==> config.mk <==
export PLATFORM = sky130hd
export DESIGN_NAME = kpi_ctrl
export DESIGN_NICKNAME = d
export VERILOG_FILES = /design/src/hdl/kpi_pkg.sv /design/src/hdl/kpi_ctrl.sv
export SDC_FILE = /design/constraint.sdc
export NUM_CORES = 1
export LEC_CHECK = 0
export ABC_AREA = 1
export BUFFER_PORTS_ARGS = -buffer_cell sky130_fd_sc_hd__buf_4
export CORE_AREA = 8 8 45 47
export DETAILED_ROUTE_END_ITERATION = 8
export DIE_AREA = 0 0 53 55
export MAX_ROUTING_LAYER = met4
export SLEW_MARGIN = 15
export SYNTH_ARGS = -nofsm -noshare
export SYNTH_HDL_FRONTEND = slang
export SYNTH_SLANG_ARGS = --single-unit
==> constraint.sdc <==
create_clock -name clk -period 2.7 [get_ports clk]
set_clock_uncertainty 0.2 [all_clocks]
set_input_delay 0.27 -clock clk [delete_from_list [all_inputs] [get_ports clk]]
set_output_delay 0.27 -clock clk [all_outputs]
set_load 0.005 [all_outputs]
==> src/hdl/kpi_pkg.sv <==
package kpi_pkg;

    localparam int KPI_MAX_KEYFRAMES = 128;
    localparam logic [9:0] KPI_STEPS_RESET = 10'd90;

    localparam logic [2:0] OP_TICK  = 3'd0;
    localparam logic [2:0] OP_SAVE  = 3'd1;
    localparam logic [2:0] OP_PLAY  = 3'd2;
    localparam logic [2:0] OP_SET   = 3'd3;
    localparam logic [2:0] OP_NUDGE = 3'd4;

    localparam logic [1:0] COMP_X   = 2'd0;
    localparam logic [1:0] COMP_Y   = 2'd1;
    localparam logic [1:0] COMP_ROT = 2'd2;

    localparam logic signed [32:0] DEG180 = 33'sd11796480;
    localparam logic signed [32:0] DEG360 = 33'sd23592960;

    typedef struct packed {
        logic       accept;
        logic       rd_b;
        logic       cap_a;
        logic       cap_b;
        logic       div_start;
        logic       div_store;
        logic [1:0] comp;
    } kpi_cmd_t;

    typedef struct packed {
        logic need_inc;
        logic div_done;
    } kpi_status_t;

    function automatic logic [31:0] sat33(input logic signed [32:0] v);
        logic [31:0] r;
        if (v > 33'sd2147483647)
            r = 32'h7fff_ffff;
        else if (v < -33'sd2147483648)
            r = 32'h8000_0000;
        else
            r = v[31:0];
        return r;
    endfunction

endpackage

==> src/hdl/kpi_ctrl.sv <==
module kpi_ctrl
    import kpi_pkg::*;
(
    input  logic        clk,
    input  logic        rst_n,
    input  logic        in_valid,
    output logic        in_ready,
    output logic        out_valid,
    input  logic        out_ready,
    output kpi_cmd_t    cmd,
    input  kpi_status_t status
);

    localparam logic [2:0] S_IDLE    = 3'd0;
    localparam logic [2:0] S_RDA     = 3'd1;
    localparam logic [2:0] S_RDB     = 3'd2;
    localparam logic [2:0] S_CAPB    = 3'd3;
    localparam logic [2:0] S_DIVGO   = 3'd4;
    localparam logic [2:0] S_DIVWAIT = 3'd5;
    localparam logic [2:0] S_OUT     = 3'd6;

    logic [2:0] state_reg, state_next;
    logic [1:0] comp_reg, comp_next;
    logic       ov_reg, ov_next;
    logic       accept;

    assign in_ready = (state_reg == S_IDLE) && (!ov_reg || out_ready);
    assign accept   = in_valid && in_ready;

    always_comb
    begin
        state_next = state_reg;
        comp_next = comp_reg;
        ov_next = ov_reg && !out_ready;
        cmd = '0;
        cmd.accept = accept;
        cmd.comp = comp_reg;
        unique case (state_reg)
            S_IDLE:
                if (accept)
                begin
                    if (status.need_inc)
                        state_next = S_RDA;
                    else
                        ov_next = 1'b1;
                end
            S_RDA:
                state_next = S_RDB;
            S_RDB:
            begin
                cmd.rd_b = 1'b1;
                cmd.cap_a = 1'b1;
                state_next = S_CAPB;
            end
            S_CAPB:
            begin
                cmd.cap_b = 1'b1;
                comp_next = COMP_X;
                state_next = S_DIVGO;
            end
            S_DIVGO:
            begin
                cmd.div_start = 1'b1;
                state_next = S_DIVWAIT;
            end
            S_DIVWAIT:
                if (status.div_done)
                begin
                    cmd.div_store = 1'b1;
                    if (comp_reg == COMP_ROT)
                        state_next = S_OUT;
                    else
                    begin
                        comp_next = comp_reg + 2'd1;
                        state_next = S_DIVGO;
                    end
                end
            S_OUT:
            begin
                ov_next = 1'b1;
                state_next = S_IDLE;
            end
            default:
                state_next = S_IDLE;
        endcase
    end

    always_ff @(posedge clk or negedge rst_n)
    begin
        if (!rst_n)
        begin
            state_reg <= S_IDLE;
            comp_reg <= COMP_X;
            ov_reg <= 1'b0;
        end
        else
        begin
            state_reg <= state_next;
            comp_reg <= comp_next;
            ov_reg <= ov_next;
        end
    end

    assign out_valid = ov_reg;

endmodule

# [Yosys cells after proc, flatten, opt, wreduce, memory -nomap -nowiden]
# Cells that the tools add are included.
[word_totals] word_cells=41 inputBits=6 register_bits=6 output_inout_bits=10
[op_classes] addsub=1 mux=16 n_reduce_logical=10 n_eq_ne=11
[ops] op="$pmux 3 s6" count=1
[ops] op="$eq 3x3->1 const B" count=3
[ops] op="$mux 3" count=3
[ops] op="$mux 2" count=4
[ops] op="$ne 2x2->1 const B" count=4
[ops] op="$eq 3x2->1 const B" count=2
[ops] op="$mux 1" count=6
[ops] op="$reduce_and 3->1" count=2
[ops] op="$pmux 2 s2" count=1
[ops] op="$eq 3x1->1 const B" count=1
[ops] op="$logic_and 1x1->1" count=3
[ops] op="$logic_not 3->1" count=1
[ops] op="$add 2x1->2 const B" count=1
[ops] op="$eq 2x2->1 const B" count=1
[ops] op="$logic_not 1->1" count=2
[ops] op="$pmux 1 s2" count=1
[ops] op="$reduce_bool 2->1" count=1
[ops] op="$logic_or 1x1->1" count=1

# [Depth between registers and ports, before layout]
# Gate-level depths: netlist of run 1.
[logic_depth] ltp_word=6 mapped_depth=7 depth_no_buf=7

# [Worst setup path after synthesis of run 1]
# Ideal clock, no wire load.
[synth_path] path_kind="register to output" start="register state_reg[0]" end="output cmd[7] in the netlist's numbering" setup_slack_ns=1.363 path_stages_with_launch=5 required_ns=2.230 path_buffers=1 t_arrival_ns=0.867 cell_sequence="dfrtp_1 nor2_1 nand2_2 nor3_2 buf_4"
[synth_via] elab_chain_len=3
[synth_lines] item="from (decl)" line_no="kpi_ctrl.sv:22" source="logic [2:0] state_reg, state_next;"
[synth_lines] item="from (signal assigned)" line_no="kpi_ctrl.sv:98" source="state_reg <= state_next;"
[synth_lines] item="$logic_not 3->1" line_no="kpi_ctrl.sv:27" source="assign in_ready = (state_reg == S_IDLE) && (!ov_reg || out_ready);"
[synth_lines] item="$logic_and 1x1->1" line_no="kpi_ctrl.sv:27"
[synth_lines] item="$logic_and 1x1->1" line_no="kpi_ctrl.sv:28" source="assign accept = in_valid && in_ready;"
[synth_lines] item="to (decl)" line_no="kpi_ctrl.sv:10" source="output kpi_cmd_t cmd,"
# Every way passes these cells.

==> results.txt, run 1 <==
sequential fraction of design power -> 0.330
core box area -> 1380 um2
Net Switching -> 0.203 mW
clock share of power -> 0.158
Worst Path Required -> 2.23 ns
maximum vdd drop -> 318 uV
I/O pin cnt -> 16
Root Buffer -> clkbuf_4
Ys Warns -> 0
Max Slew Vio Count -> 0
# port buffers -> 15
top-count cell post-synth -> inv_1
number of flops mapped to enable cells by yosys -> 0
min cycle time layout -> 1.67 ns
Global Route Usage Sum -> 0.0708
Setup Viol. Count Final -> 0
Slew HR -> 0.839
worst min-delay path class -> input port to register
post-CTS sizing -> 0
clock sink total -> 6
ratio of final minimum period to clock period -> 0.620
setup ws final -> 1.03 ns
Cell variety after synth -> 18
H-tree depth -> 1
detailed placer's ending HPWL -> 757 um
Buf+Inv Stages, Crit Path -> 2
WL/cell -> 10.1 um
Critical Path End Type -> primary output
# rows -> 14
pre-CTS setup slack -> 1.28 ns
DRT antenna net count -> 0
DIE AREA -> 2920 um2
largest net degree at the start of global routing -> 8
MaxCap Viol Count -> 0
Comb power frac -> 0.512
cells along the critical path -> inv_1, nand2_2, nor3_2, buf_4
area grow syn2layout -> 37.2%
clk_lat worst skew -> 0.24 ns
synth top area cells -> dfrtp_1, inv_1, nand2_1
Leak -> 0.314 nW
Post-DP Area -> 522 um2
area fraction of the dominant cell type after synthesis -> 0.372
max reg flops -> 3
drt pass-1 iters -> 3
Mapped Nets -> 63
CP arrival -> 1.20 ns
share of layout cells above drive strength 1 -> 0.356
post-synthesis cell area -> 404 um2
vias per cell -> 4.40
setup_tns -> 0 ns
DRC Markers -> 0
Hold Vio Cnt, Final -> 0
status -> finished, final reports clean
1st-iter DRT viols -> 1
worst-path maximum fanout -> 5
crit-path leading delay family -> flip-flops
Worst Tran Pin Value -> 0.240 ns
GPL Wtd Cong -> 0.785
Synth Register Bits -> 6
final instance area -> 554 um2
final wirelength -> 899 um
Seq/Total Area, Yosys -> 0.372
cell-internal power -> 0.291 mW
asr flop ratio synth -> 1.00
CTS buffer count -> 3
Max clock buf depth -> 2
via count -> 392
max incr delay on CP -> 0.43 ns
pwr dens -> 891 nW/um2
WS Path Type -> register to primary output
Commonest cells post-synth -> inv_1, nand2_1, dfrtp_1, nor2_1
Die Width -> 53 um
CP startpoint kind -> register
unrepaired setup endpoints after global routing -> false
Filler Cell Count -> 139
Fmax achieved -> 597 MHz
top cell type by total area after synthesis -> dfrtp_1
Tot Pwr -> 0.494 mW
Final nets -> 82
first-pass GRT wire length -> 1480 um
Initial Utilization -> 0.292
ys flop type -> dfrtp_1
Sw Ratio -> 0.411
total global routing overflow -> 0
cell count after synthesis -> 56
ant diodes -> 0
Avg Cell Area, Syn -> 7.22 um2
vias in the first global route -> 391
Die Span Y -> 55 um
initial antenna violation count -> 0
slowest stage cell, crit path -> dfrtp_1
TritonCTS clock tree -> yes
Clock Pin Slew Worst Setup and Hold Paths -> 0.04 ns
-- cells by family (layout without fill, tap and decap cells) --
family                     Yosys count  after routing  share of synthesized area
and+or+nand+nor                     28             28                      0.344
buffers and inverters               14             31                      0.149
AOI/OAI and AO/OA                    7              7                      0.105
DFF                                  6              6                      0.372
adders and majority gates            1              1                     0.0310
-- layout by cell type, fill, tap and decap left out --
cell type      count
o21ai_0            4
nand3_1            4
ha_1               1
nor2_1             5
dlygate4sd3_1      1
o21bai_1           1
buf_4             15
nand2_2            2
nand2_1           10
nand3b_1           1
inv_1             11
nor3_2             1
a31oi_1            1
inv_2              1
clkbuf_4           3
nand3_2            1
o21ai_2            1
nor2_2             2
dfrtp_1            6
nor3_1             2
-- power groups by stage --
stage	Clock (mW)	Sequential (mW)	Combinational, mW
3_5_place_dp	0	0.164	0.256
3_3_place_gp	0	0.160	0.257
4_1_cts	0.0831	0.162	0.258
2_1_floorplan	0	0.157	0.161
6_report	0.0781	0.163	0.253
5_1_grt	0.0919	0.168	0.292
-- per-layer routing --
layer | up-vias | global-route usage | wire length [um]
met3 | 2 | 0.0214 | 53
met5 | - | - | 0
met1 | 177 | 0.0648 | 362
met4 | 0 | 0.0517 | 17
met2 | 7 | 0.123 | 466
li1 | 206 | - | -
-- path summary, 6_finish.rpt --
| path | from | end | slack (ns) | depth (start not counted) |
|---|---|---|---|---|
| max in group asynchronous | rst_n | out_valid | 2.00 | 2 |
| hold / removal | status[1] | out_valid | 0.13 | 4 |
| setup reg to reg | state_reg[1] | comp_reg[0] | 1.35 | 6 |
| setup / recovery | state_reg[2] | cmd[7] | 1.03 | 4 |
| min in group asynchronous | rst_n | comp_reg[0] | 0.18 | 2 |
| hold reg to reg | comp_reg[1] | comp_reg[1] | 0.31 | 2 |
-- through the flow --
step                std cells   util  hold WS (ns)
finish                     89  0.401         0.129
global route               89  0.401         0.141
CTS                        89  0.401         0.129
detailed placement         85  0.377        -0.119
global placement           85  0.377        -0.121
floorplan                  56      -        -0.226
-- area by class of cell --
cell class	instances	area [um2]	share of cell area
Timing Repair Buffer	16	123	0.221
Clock buffer	3	22.5	0.0406
Tap cell	16	20.0	0.0361
Inverter	12	45.0	0.0813
Sequential cell	6	150	0.271
Multi-Input combinational cell	36	194	0.350
-- worst register-to-register path: cells and delay by family (launching register included) --
| kind | cells | cell delay (ns) |
|---|---|---|
| flip-flops | 1 | 0.43 |
| AND/OR/NAND/NOR | 4 | 0.29 |
| AO/OA/AOI/OAI | 1 | 0.20 |
| buffers and inverters | 1 | 0.12 |
-- repair_timing --
item                      in CTS  in global routing
hold buffers                   1                  0
buffers inserted               0                  0
hold endpoints to repair       6                  0
Power figures use the tool's default switching activity.
==> run 2, diff against run 1 <==
ABC_AREA = 0   (was 1)
clock period = 1.57 ns   (was 2.7 ns; I/O delays follow)
==> results.txt, run 2 <==
r2r startpoint -> state_reg[0]
largest family of logic cells by synthesized area -> simple AND/OR/NAND/NOR gates
most used cell, CP -> buf_4
crit-path leading delay family -> flip-flops
commonest non-fill, non-tap cells in the layout -> buf_4, a21oi_1, nand2_1, dfrtp_1
Commonest cells post-synth -> dfrtp_1, a21oi_1, nand2_1, inv_1, nor2_1
status -> finished, final reports clean
Root Buffer -> clkbuf_4
Synth Area in Adders -> 0.0306
via count -> 422
area grow syn2layout -> 56.6%
cells along the critical path -> buf_4, buf_4, and3b_1, and4_1, a211oi_2
TritonCTS clock tree -> yes
clock sink total -> 6
cell count after synthesis -> 45
asr flop ratio synth -> 1.00
Post-Synth Simple-Gate Area -> 0.272
total global routing overflow -> 0
CP startpoint kind -> register
xor and xnor area share after synthesis -> 0
Ys Warns -> 0
DIE AREA -> 2920 um2
area fraction of the dominant cell type after synthesis -> 0.367
share of layout cells above drive strength 1 -> 0.586
GPL Wtd Cong -> 0.764
Critical path origin -> state_reg[0]
drt pass-1 iters -> 4
max incr delay on CP -> 0.43 ns
I/O pin cnt -> 16
MaxCap Viol Count -> 0
core box area -> 1380 um2
Buf+Inv Stages, Crit Path -> 2
Fmax achieved -> 642 MHz
first-pass GRT wire length -> 1680 um
largest net degree at the start of global routing -> 9
CP arrival -> 1.52 ns
number of flops mapped to enable cells by yosys -> 0
detailed placer's ending HPWL -> 765 um
Critical Path End Type -> register
WS Path Type -> register to register
Leak -> 0.306 nW
max reg flops -> 3
DRC Markers -> 0
clk_lat worst skew -> 0.25 ns
fin util -> 0.463
Post-DP Area -> 527 um2
maximum vdd drop -> 606 uV
pwr dens -> 1890 nW/um2
Avg Cell Area, Syn -> 9.09 um2
Worst Tran Pin Value -> 0.316 ns
# port buffers -> 15
Die Width -> 53 um
vias per cell -> 4.91
WL/cell -> 13.8 um
Final nets -> 79
ant diodes -> 0
unrepaired setup endpoints after global routing -> true
post-synthesis cell area -> 409 um2
final wirelength -> 1190 um
setup_tns -> 0 ns
worst min-delay path class -> input port to asynchronous set/reset pin
min cycle time layout -> 1.56 ns
Hold Vio Cnt, Final -> 0
mux contribution to synthesized area -> 0
DRT antenna net count -> 0
CTS buffer count -> 3
ratio of final minimum period to clock period -> 0.992
top cell type by total area after synthesis -> dfrtp_1
# rows -> 14
Compound-Gate Fraction of Synth Area -> 0.202
Die Span Y -> 55 um
Synth Register Bits -> 6
H-tree depth -> 1
final instance area -> 641 um2
Max Slew Vio Count -> 0
Tot Pwr -> 1.21 mW
Clock Pin Slew Worst Setup and Hold Paths -> 0.05 ns
Cell variety after synth -> 26
worst-path maximum fanout -> 4
Global Route Usage Sum -> 0.0858
synth top area cells -> dfrtp_1, buf_6, a21oi_1
Setup Viol. Count Final -> 0
top-count cell post-synth -> dfrtp_1
Mapped Nets -> 52
ys flop type -> dfrtp_1
Hold WS -> 0.0499 ns
Slew HR -> 0.789
Worst Path Required -> 1.53 ns
most common cell after layout, fill and taps aside -> buf_4
initial antenna violation count -> 0
vias in the first global route -> 399
1st-iter DRT viols -> 3
Seq/Total Area, Yosys -> 0.367
Initial Utilization -> 0.296
Max clock buf depth -> 2
slowest stage cell, crit path -> dfrtp_2
run 2: area by class of cell:
| cell class | count | area (um2) |
|---|---|---|
| multi-input combinational | 31 | 223 |
| fill | 141 | 743 |
| sequential | 6 | 153 |
| timing repair buffer | 26 | 205 |
| tap | 16 | 20.0 |
| clock buffer | 3 | 22.5 |
| inverter | 4 | 17.5 |
run 2: logic make-up after synthesis:
kind of cell,Yosys count
adders and majority gates,1
AOI/OAI and AO/OA,12
and+or+nand+nor,18
buffers and inverters,8
DFF,6
run 2: metal layers:
layer  global-route usage  vias to the layer above  routed length, um
met4               0.0776                        0                 26
met5                    -                        -                  0
met2                0.115                       17                554
met1               0.0873                      195                484
li1                     -                      208                  -
met3               0.0481                        2                124
run 2: per-stage QoR:
step / cells / setup slack (ns)
floorplan: 45 / 0.148
global placement: 75 / 0.0623
detailed placement: 75 / 0.0804
CTS: 82 / 0.00504
global route: 86 / -0.0437
finish: 86 / 0.0120
run 2: worst reg2reg max path, cell delays in order, from the launching register on:
cell and delay, ns:
dfrtp_2 0.43, buf_4 0.15, buf_4 0.13, and3b_1 0.20
and4_1 0.22, a211oi_2 0.14
run 2: repair_timing:
action / in CTS / in global routing
pin swaps: 0 / 1
resized for setup: 3 / 9
hold buffers: 1 / 0
hold endpoints to repair: 6 / 0
setup endpoints to repair: 3 / 4
buffers inserted: 3 / 4
gates cloned: 0 / 0
run 2: report_power, final:
group | switching [mW] | internal, mW
Clock | 0.0570 | 0.0865
Combinational | 0.328 | 0.431
Sequential | 0.0825 | 0.229
Total | 0.468 | 0.746
run 2: final timing paths:
kind / to / slack [ns] / cells past startpoint
max: comp_reg[1] / 0.01 / 5
min: out_valid / 0.05 / 2
max reg2reg: comp_reg[1] / 0.01 / 5
min reg2reg: comp_reg[0] / 0.39 / 2
max in group asynchronous: state_reg[2] / 0.99 / 2
min in group clk: out_valid / 0.05 / 4
